$ cat config.mk
export PLATFORM = sky130hd
export DESIGN_NAME = framed_bus_receiver_crc8_crc16_core
export DESIGN_NICKNAME = d
export VERILOG_FILES = /design/src/hdl/fbr_pkg.sv /design/src/hdl/fbr_front.sv /design/src/hdl/fbr_back.sv /design/src/hdl/framed_bus_receiver_crc8_crc16_core.sv
export SDC_FILE = /design/constraint.sdc
export NUM_CORES = 1
export LEC_CHECK = 0
export BUFFER_PORTS_ARGS = -buffer_cell sky130_fd_sc_hd__buf_2
export CAP_MARGIN = 20
export CORE_ASPECT_RATIO = 0.8
export CORE_MARGIN = 4
export CORE_UTILIZATION = 55
export CTS_BUF_LIST = sky130_fd_sc_hd__clkbuf_8
export CTS_CLUSTER_SIZE = 28
export DETAILED_ROUTE_END_ITERATION = 8
export GPL_ROUTABILITY_DRIVEN = 0
export PLACE_DENSITY = 0.73
export SYNTH_ARGS = -nofsm -noshare
export SYNTH_HDL_FRONTEND = slang
export SYNTH_HIERARCHICAL = 1
export SYNTH_SLANG_ARGS = --single-unit
$ cat constraint.sdc
create_clock -name clk -period 6.6 [get_ports clk]
set_clock_uncertainty 0.2 [all_clocks]
set_input_delay 0.99 -clock clk [delete_from_list [all_inputs] [get_ports clk]]
set_output_delay 0.99 -clock clk [all_outputs]
set_load 0.005 [all_outputs]
$ cat src/hdl/fbr_pkg.sv
package fbr_pkg;

    // Frame status codes reported with every echoed byte.
    typedef enum logic [2:0] {
        ST_PROGRESS = 3'd0,
        ST_GOOD     = 3'd1,
        ST_HDR_CRC  = 3'd2,
        ST_BODY_CRC = 3'd3,
        ST_BAD_ADDR = 3'd4,
        ST_SHORT    = 3'd5,
        ST_OVERFLOW = 3'd6
    } status_t;

    // Configuration register indexes.
    localparam logic [1:0] CFG_SYNC_VALUE  = 2'd0;
    localparam logic [1:0] CFG_HDR_SEED    = 2'd1;
    localparam logic [1:0] CFG_BODY_SEED   = 2'd2;
    localparam logic [1:0] CFG_ADDR_LIMIT  = 2'd3;

    // Configuration reset values.
    localparam logic [7:0]  RST_SYNC_VALUE = 8'h3D;
    localparam logic [7:0]  RST_HDR_SEED   = 8'h66;
    localparam logic [15:0] RST_BODY_SEED  = 16'h913D;
    localparam logic [7:0]  RST_ADDR_LIMIT = 8'd16;

    // Frame layout.
    localparam logic [6:0] POS_ADDR   = 7'd1;
    localparam logic [6:0] POS_BODY   = 7'd2;
    localparam logic [6:0] POS_LEN    = 7'd3;
    localparam logic [6:0] POS_HCRC   = 7'd4;
    localparam logic [7:0] MIN_LENGTH = 8'd5;

    // CRC polynomials, no reflection and no final xor.
    localparam logic [7:0]  POLY8  = 8'h39;
    localparam logic [15:0] POLY16 = 16'h1021;

    typedef struct packed {
        logic [7:0]  sync_value;
        logic [7:0]  header_crc_seed;
        logic [15:0] body_crc_seed;
        logic [7:0]  address_limit;
    } cfg_t;

    // One queued byte with its classification.
    typedef struct packed {
        logic [7:0] data;
        logic       is_sync;
    } q_entry_t;

    function automatic logic [7:0] crc8_add(input logic [7:0] c, input logic [7:0] d);
        logic [7:0] v;
        v = c ^ d;
        for (int k = 0; k < 8; k++) begin
            v = v[7] ? ({v[6:0], 1'b0} ^ POLY8) : {v[6:0], 1'b0};
        end
        return v;
    endfunction

    function automatic logic [15:0] crc16_add(input logic [15:0] c, input logic [7:0] d);
        logic [15:0] v;
        v = c ^ {d, 8'h00};
        for (int k = 0; k < 8; k++) begin
            v = v[15] ? ({v[14:0], 1'b0} ^ POLY16) : {v[14:0], 1'b0};
        end
        return v;
    endfunction

endpackage

$ cat src/hdl/fbr_front.sv
module fbr_front
    import fbr_pkg::*;
(
    input  logic       clk,
    input  logic       rst_n,
    input  logic       s_axis_tvalid,
    output logic       s_axis_tready,
    input  logic [7:0] s_axis_tdata,   // rx_byte
    input  logic [7:0] sync_value,
    output logic       q_valid,
    output q_entry_t   q_entry,
    input  logic       q_ready
);

    q_entry_t   slot_reg [2];
    logic       wr_ptr_reg;
    logic       wr_ptr_next;
    logic       rd_ptr_reg;
    logic       rd_ptr_next;
    logic [1:0] count_reg;
    logic [1:0] count_next;
    logic       push;
    logic       pop;

    // Two-entry queue between the input side and the frame engine.
    assign s_axis_tready = (count_reg != 2'd2);
    assign q_valid       = (count_reg != 2'd0);
    assign q_entry       = slot_reg[rd_ptr_reg];
    assign push          = s_axis_tvalid && s_axis_tready;
    assign pop           = q_valid && q_ready;

    always_comb
    begin
        wr_ptr_next = push ? ~wr_ptr_reg : wr_ptr_reg;
        rd_ptr_next = pop ? ~rd_ptr_reg : rd_ptr_reg;
        count_next  = count_reg + {1'b0, push} - {1'b0, pop};
    end

    always_ff @(posedge clk or negedge rst_n)
    begin
        if (!rst_n)
        begin
            wr_ptr_reg <= 1'b0;
            rd_ptr_reg <= 1'b0;
            count_reg  <= 2'd0;
        end
        else
        begin
            wr_ptr_reg <= wr_ptr_next;
            rd_ptr_reg <= rd_ptr_next;
            count_reg  <= count_next;
        end
    end

    // Classify each byte as it is stored: does it match the sync value?
    always_ff @(posedge clk)
    begin
        if (push)
        begin
            slot_reg[wr_ptr_reg].data    <= s_axis_tdata;
            slot_reg[wr_ptr_reg].is_sync <= (s_axis_tdata == sync_value);
        end
    end

endmodule

$ cat src/hdl/fbr_back.sv
module fbr_back
    import fbr_pkg::*;
#(
    parameter int MAX_FRAME = 100
)
(
    input  logic       clk,
    input  logic       rst_n,
    input  cfg_t       cfg,
    input  logic       q_valid,
    input  q_entry_t   q_entry,
    output logic       q_ready,
    output logic       out_valid,
    input  logic       out_ready,
    output logic [7:0] out_byte,
    output logic [6:0] out_pos,
    output logic       out_end,
    output status_t    out_status,
    output logic [7:0] out_len
);

    localparam logic [7:0] MAX_LEN = 8'(MAX_FRAME);

    logic [6:0]  byte_index_reg;
    logic [6:0]  byte_index_next;
    logic [7:0]  exp_len_reg;
    logic [7:0]  exp_len_next;
    logic [7:0]  hcrc_reg;
    logic [7:0]  hcrc_next;
    logic [15:0] bcrc_reg;
    logic [15:0] bcrc_next;
    logic [7:0]  held0_reg;
    logic [7:0]  held0_next;
    logic [7:0]  held1_reg;
    logic [7:0]  held1_next;
    logic [7:0]  addr_reg;
    logic [7:0]  addr_next;

    logic        out_valid_reg;
    logic [7:0]  out_byte_reg;
    logic [6:0]  out_pos_reg;
    logic        out_end_reg;
    status_t     out_status_reg;
    logic [7:0]  out_len_reg;

    logic        hunting;
    logic        drop;
    logic        take;
    logic        load;
    logic [7:0]  b;
    logic [7:0]  next_pos;
    logic [7:0]  exp_new;
    logic [7:0]  crc8_val;
    logic [15:0] crc16_val;
    logic        res_end;
    status_t     res_status;
    logic [7:0]  res_len;

    // A non-sync byte while hunting is consumed without a result.
    assign hunting = (byte_index_reg == 7'd0);
    assign drop    = hunting && !q_entry.is_sync;
    assign q_ready = !out_valid_reg || out_ready || drop;
    assign take    = q_valid && q_ready;
    assign load    = take && !drop;
    assign b       = q_entry.data;
    assign next_pos = {1'b0, byte_index_reg} + 8'd1;

    // Per-byte CRC updates, one byte per cycle while the output does not stall.
    assign crc8_val  = crc8_add(hunting ? cfg.header_crc_seed : hcrc_reg, b);
    assign crc16_val = crc16_add(bcrc_reg, held1_reg);

    // Frame engine: position tracking, checks and status.
    always_comb
    begin
        byte_index_next = byte_index_reg;
        exp_len_next    = exp_len_reg;
        hcrc_next       = hcrc_reg;
        bcrc_next       = bcrc_reg;
        held0_next      = held0_reg;
        held1_next      = held1_reg;
        addr_next       = addr_reg;
        exp_new         = exp_len_reg;
        res_end         = 1'b0;
        res_status      = ST_PROGRESS;
        res_len         = 8'd0;

        if (load && hunting)
        begin
            hcrc_next       = crc8_val;
            bcrc_next       = cfg.body_crc_seed;
            held0_next      = b;
            held1_next      = 8'd0;
            exp_len_next    = MAX_LEN;
            byte_index_next = 7'd1;
        end
        else if (load)
        begin
            // The body CRC runs two bytes behind, so the trailer stays out of it.
            if (byte_index_reg >= POS_BODY)
            begin
                bcrc_next = crc16_val;
            end
            held1_next = held0_reg;
            held0_next = b;
            if (byte_index_reg == POS_ADDR)
            begin
                addr_next = b;
            end
            if (byte_index_reg == POS_LEN)
            begin
                exp_new = b;
            end
            if (byte_index_reg < POS_HCRC)
            begin
                hcrc_next = crc8_val;
            end

            priority if (byte_index_reg == POS_LEN && b < MIN_LENGTH)
            begin
                res_end    = 1'b1;
                res_status = ST_SHORT;
            end
            else if (byte_index_reg == POS_HCRC && b != hcrc_reg)
            begin
                res_end    = 1'b1;
                res_status = ST_HDR_CRC;
            end
            else if (next_pos >= exp_new)
            begin
                res_end = 1'b1;
                if (held0_reg != bcrc_next[7:0] || b != bcrc_next[15:8])
                begin
                    res_status = ST_BODY_CRC;
                end
                else if (addr_next >= cfg.address_limit)
                begin
                    res_status = ST_BAD_ADDR;
                end
                else
                begin
                    res_status = ST_GOOD;
                end
            end
            else if (next_pos >= MAX_LEN)
            begin
                res_end    = 1'b1;
                res_status = ST_OVERFLOW;
            end
            else
            begin
                byte_index_next = next_pos[6:0];
            end

            if (res_end)
            begin
                res_len         = exp_new;
                byte_index_next = 7'd0;
                exp_len_next    = MAX_LEN;
            end
            else
            begin
                exp_len_next = exp_new;
            end
        end
    end

    always_ff @(posedge clk or negedge rst_n)
    begin
        if (!rst_n)
        begin
            byte_index_reg <= 7'd0;
            exp_len_reg    <= MAX_LEN;
            hcrc_reg       <= RST_HDR_SEED;
            bcrc_reg       <= RST_BODY_SEED;
            held0_reg      <= 8'd0;
            held1_reg      <= 8'd0;
            addr_reg       <= 8'd0;
            out_valid_reg  <= 1'b0;
        end
        else
        begin
            byte_index_reg <= byte_index_next;
            exp_len_reg    <= exp_len_next;
            hcrc_reg       <= hcrc_next;
            bcrc_reg       <= bcrc_next;
            held0_reg      <= held0_next;
            held1_reg      <= held1_next;
            addr_reg       <= addr_next;
            if (load)
            begin
                out_valid_reg <= 1'b1;
            end
            else if (out_ready)
            begin
                out_valid_reg <= 1'b0;
            end
        end
    end

    // Output register holding one result until it is transferred.
    always_ff @(posedge clk)
    begin
        if (load)
        begin
            out_byte_reg   <= b;
            out_pos_reg    <= byte_index_reg;
            out_end_reg    <= res_end;
            out_status_reg <= res_status;
            out_len_reg    <= res_len;
        end
    end

    assign out_valid  = out_valid_reg;
    assign out_byte   = out_byte_reg;
    assign out_pos    = out_pos_reg;
    assign out_end    = out_end_reg;
    assign out_status = out_status_reg;
    assign out_len    = out_len_reg;

    // After a frame ends the engine goes back to hunting.
    a_end_rehunt: assert property (@(posedge clk) disable iff (!rst_n)
        (load && res_end) |=> (byte_index_reg == 7'd0))
        else $error("frame end did not return to hunting");

    // The position never reaches the buffer limit.
    a_pos_bound: assert property (@(posedge clk) disable iff (!rst_n)
        ({1'b0, byte_index_reg} < MAX_LEN))
        else $error("byte position beyond buffer limit");

    // A held result carries a final status exactly when it ends a frame.
    a_status_end: assert property (@(posedge clk) disable iff (!rst_n)
        out_valid_reg |-> (out_end_reg == (out_status_reg != ST_PROGRESS)))
        else $error("status and frame end disagree");

    // The length field is zero on bytes inside a frame.
    a_len_zero: assert property (@(posedge clk) disable iff (!rst_n)
        (out_valid_reg && !out_end_reg) |-> (out_len_reg == 8'd0))
        else $error("declared length shown before frame end");

endmodule

$ cat src/hdl/framed_bus_receiver_crc8_crc16_core.sv
// A byte taken in is held in the two-entry queue, then in the output register; these let
// either side stall without losing a byte. Throughput: one byte per cycle unless the output
// stalls, set by the combinational frame engine and its CRC updates.
// Reset (rst_n, asynchronous, active low) empties the queue and output, loads register
// defaults and puts the engine into sync hunting; no clearing pass is needed.
module framed_bus_receiver_crc8_crc16_core
    import fbr_pkg::*;
#(
    parameter int MAX_FRAME = 100
)
(
    input  logic        clk,
    input  logic        rst_n,
    input  logic        s_axis_tvalid,
    output logic        s_axis_tready,
    input  logic [7:0]  s_axis_tdata,   // [7:0] rx_byte
    output logic        m_axis_tvalid,
    input  logic        m_axis_tready,
    output logic [23:0] m_axis_tdata,   // [7:0] frame_byte, [14:8] byte_position,
                                        // [22:15] declared_length, [23] zero
    output logic        m_axis_tlast,   // frame_end
    output logic [2:0]  m_axis_tuser,   // [2:0] frame_status
    input  logic        cfg_we,
    input  logic [1:0]  cfg_index,
    input  logic [15:0] cfg_wdata
);

    cfg_t       cfg_reg;
    q_entry_t   q_entry;
    logic       q_valid;
    logic       q_ready;
    logic [7:0] out_byte;
    logic [6:0] out_pos;
    status_t    out_status;
    logic [7:0] out_len;

    // Configuration registers.
    always_ff @(posedge clk or negedge rst_n)
    begin
        if (!rst_n)
        begin
            cfg_reg.sync_value      <= RST_SYNC_VALUE;
            cfg_reg.header_crc_seed <= RST_HDR_SEED;
            cfg_reg.body_crc_seed   <= RST_BODY_SEED;
            cfg_reg.address_limit   <= RST_ADDR_LIMIT;
        end
        else if (cfg_we)
        begin
            unique case (cfg_index)
                CFG_SYNC_VALUE: cfg_reg.sync_value      <= cfg_wdata[7:0];
                CFG_HDR_SEED:   cfg_reg.header_crc_seed <= cfg_wdata[7:0];
                CFG_BODY_SEED:  cfg_reg.body_crc_seed   <= cfg_wdata;
                CFG_ADDR_LIMIT: cfg_reg.address_limit   <= cfg_wdata[7:0];
                default:        cfg_reg.sync_value      <= cfg_reg.sync_value;
            endcase
        end
    end

    fbr_front u_front (
        .clk           (clk),
        .rst_n         (rst_n),
        .s_axis_tvalid (s_axis_tvalid),
        .s_axis_tready (s_axis_tready),
        .s_axis_tdata  (s_axis_tdata),
        .sync_value    (cfg_reg.sync_value),
        .q_valid       (q_valid),
        .q_entry       (q_entry),
        .q_ready       (q_ready)
    );

    fbr_back #(
        .MAX_FRAME (MAX_FRAME)
    ) u_back (
        .clk        (clk),
        .rst_n      (rst_n),
        .cfg        (cfg_reg),
        .q_valid    (q_valid),
        .q_entry    (q_entry),
        .q_ready    (q_ready),
        .out_valid  (m_axis_tvalid),
        .out_ready  (m_axis_tready),
        .out_byte   (out_byte),
        .out_pos    (out_pos),
        .out_end    (m_axis_tlast),
        .out_status (out_status),
        .out_len    (out_len)
    );

    // Pack the result fields onto the stream.
    assign m_axis_tdata = {1'b0, out_len, out_pos, out_byte};
    assign m_axis_tuser = out_status;

endmodule
==> run_results.csv <==
group,metric,value,unit
timing,setup_viol,0,
floorplan,ioPinCount,61,
yosys,synth-seq-cells,153,
route,drc,0,
run_status,status,"complete, no violations",
clocking,cts_tree,"built",
clocking,cts.repair.resized,0,
final_layout,n_antenna_cell,0,
global_routing,grt_max_degree,67,
job,cap_violations,0,
global_routing,grt.total_usage,23.9,%
timing,hold_viol_final,0,
route,first_iter_violations,728,
clocking,ctsHoldBuffers,0,
yosys,synth_ff_type,"dfrtp_1",
yosys,syn-num-nets,771,
worst_setup_path,critPathSlowestCell,"nor4_4",
worst_setup_path,crit_top_cell,"o21ai_1",
place,placed_cells,937,
clocking,cts_root_buf,"clkbuf_8",
yosys,netlist_instances,719,
yosys,synth_cell_types,81,
clocking,clk_latency,0.48,ns
yosys,yosysWarnings,6,
global_routing,first_global_vias,5798,
route,drtPass1Iterations,5,
timing,rsz0062_at_grt,"false",
worst_setup_path,critPathMaxFanout,11,
timing,fmax,0.209,GHz
route,post_drt_wl_per_cell,20.4,um
worst_setup_path,worst_ep_arrival_time,4.79,ns
worst_setup_path,required,6.61,ns
timing,tightestPinTransition,0.969,ns
final_layout,fin_cells,969,
hold_path,min_path_type,"flop to flop",
yosys,post_synth.cell_area_avg,11.6,um2
floorplan,num_rows,39,
yosys,seq_area_frac_synth,49.3,%
timing,min_period_over_period,72.4,%
floorplan,die_h,118,um
clocking,clk_pin_slew,0.09,ns
global_routing,grt_pass1_wl,32000,um
final_layout,fin_nets,824,
clocking,cts_setup_buffers,0,
final_layout,syn2layout_area_growth,9.85,%
timing,fin_tns_setup,0,ns
route,wirelength,19800,um
floorplan,start_util,57.2,%
floorplan,core_area,0.0145,mm2
place,dp_hpwl,14000,um
route,vias,5804,
global_routing,grt.overflow.total,0,
worst_setup_path,path_cells,"nor4_4 > nand3b_1 > mux2i_1 > ha_1 > a2111oi_0 > nand2b_1 > a21oi_1 > o21ai_1 > o21ai_1 > nor2_1",
worst_setup_path,cp-end-kind,"flop",
final_layout,largest_reg_flops,40,
route,vias_per_cell,5.99,
worst_setup_path,worstSetupPathType,"flop to flop",
yosys,async_flop_share,70.6,%
floorplan,fp.dieArea,0.0172,mm2
timing,period_needed,4.78,ns
timing,maxSlewViolCount,0,
final_layout,drive_gt1_share,26.9,%
floorplan,dieWidth,145,um
clocking,cts.sinks,153,
route,antenna_left,0,
place,io_buffer_count,59,
worst_setup_path,cpPeakStageDelay,0.62,ns
clocking,htree_levels,4,
yosys,netlist_area,0.00831,mm2
yosys,synth_enable_flop_cells,45,
clocking,cts_max_path_buffers,2,
timing,max_slew_margin,35.3,%
worst_setup_path,start_kind,"flop",
clocking,cts_buffers,17,
global_routing,antenna_found_initial,0,
## area by class of cell
class / instances / area (um2)
clock buffer: 18 / 248
clock inverter: 14 / 160
fill: 1140 / 5410
inverter: 19 / 71.3
multi-input combinational: 519 / 4000
sequential: 153 / 4100
tap: 184 / 230
timing repair buffer: 62 / 320
## synthesized netlist by cell type, types with 3 or more instances
| master | count | share of area, % |
|---|---|---|
| o21ai_1 | 10 | 0.60 |
| xnor3_1 | 8 | 2.2 |
| and3_1 | 4 | 0.30 |
| xor2_1 | 32 | 3.4 |
| a22o_1 | 14 | 1.5 |
| ha_1 | 21 | 3.2 |
| edfxtp_1 | 45 | 16 |
| xnor2_2 | 6 | 1.2 |
| nor2b_1 | 14 | 1.1 |
| nor4_1 | 4 | 0.30 |
| clkbuf_1 | 18 | 0.81 |
| a222oi_1 | 4 | 0.48 |
| nand3_1 | 6 | 0.36 |
| dfrtp_1 | 75 | 23 |
| nor2_1 | 44 | 2.0 |
| nand4_1 | 4 | 0.30 |
| a22oi_1 | 5 | 0.45 |
| nand2b_1 | 7 | 0.53 |
| or3_1 | 3 | 0.23 |
| or2_2 | 3 | 0.23 |
| o22ai_1 | 6 | 0.45 |
| o21ai_0 | 21 | 1.3 |
| a21o_1 | 6 | 0.54 |
| mux2_2 | 55 | 7.5 |
| o31ai_1 | 6 | 0.54 |
| mux2i_1 | 16 | 1.9 |
| nand2_1 | 91 | 4.1 |
| buf_2 | 3 | 0.18 |
| inv_1 | 18 | 0.81 |
| xnor2_1 | 46 | 4.8 |
| a21oi_1 | 19 | 1.1 |
| nor3_1 | 11 | 0.66 |
| and2_1 | 3 | 0.23 |
| dfstp_2 | 33 | 10 |
## per-layer routing
layer / part of all wire [%] / vias to the layer above / GRT usage, %
li1: - / 2653 / -
met2: 45 / 224 / 35.5
met5: 0 / - / 0
met3: 7.5 / 47 / 7.01
met4: 2.4 / 0 / 7.71
met1: 45 / 2880 / 33.8
## critical path, delay by kind of cell, from the launching register on
kind	cells	cell delay (ns)
AO/OA/AOI/OAI	4	1.65
AND/OR/NAND/NOR	4	1.38
flip-flops	1	0.50
multiplexers	1	0.46
adder cells (fa/ha/maj)	1	0.31
## cell usage in the layout, fill, tap and decap left out, types with 5 or more instances in the layout
cell	synthesis	routed
dfstp_2	33	33
nor2_1	44	44
xnor2_1	46	46
xnor2_2	6	6
edfxtp_1	45	45
o21ai_1	10	9
nand2b_1	7	7
inv_1	18	18
o31ai_1	6	6
o21ai_0	21	21
ha_1	21	21
a21oi_1	19	19
nor3_1	11	11
nor2b_1	14	14
o22ai_1	6	6
clkbuf_8	0	18
a22o_1	14	14
nand3_1	6	6
xor2_1	32	32
xnor3_1	8	8
a22oi_1	5	5
mux2_2	55	55
a21o_1	6	6
mux2i_1	16	16
dfrtp_1	75	75
inv_6	0	5
buf_2	3	58
nand2_1	91	91
## cell families (layout without fill, tap and decap cells)
logic type	after synthesis	in the layout	share of synthesized area, %
compound gates	114	114	9.41
other cells	1	1	0.0451
fa+ha+maj	21	21	3.16
simple gates	215	215	13.3
buf+inv	47	113	2.59
mux	72	72	9.55
flops	153	153	49.3
xor+xnor	96	96	12.7
## through the flow
step           cell area (um2)  hold WS [ns]  setup slack [ns]  utilization [%]
2_1_floorplan             8310         0.220              2.77                -
3_3_place_gp              8720         0.250              2.10             60.0
3_5_place_dp              8720         0.250              1.93             60.0
4_1_cts                   9130         0.273              1.91             62.8
5_1_grt                   9130         0.292              1.45             62.8
6_report                  9130         0.269              1.82             62.8
## path summary, 6_finish.rpt
kind	startpoint	end	slack (ns)	cells after the start
worst max-delay path	u_back/byte_index_reg[4]$_DFFE_PN0P_	u_back/out_len[6]$_SDFFCE_PP0P_	1.82	10
worst min-delay path	cfg_reg[17]$_DFFE_PN0P_	u_back/bcrc_reg[9]$_DFFE_PN0P_	0.27	2
worst max register to register	u_back/byte_index_reg[4]$_DFFE_PN0P_	u_back/out_len[6]$_SDFFCE_PP0P_	1.82	10
worst min register to register	cfg_reg[17]$_DFFE_PN0P_	u_back/bcrc_reg[9]$_DFFE_PN0P_	0.27	2
max in group asynchronous	rst_n	u_back/held1_reg[2]$_DFFE_PN0P_	4.66	2
min in group asynchronous	rst_n	cfg_reg[15]$_DFFE_PN0P_	0.29	1
Power is not shown: default switching activity piles up to over one toggle a cycle in this logic, so the estimate is an artifact.
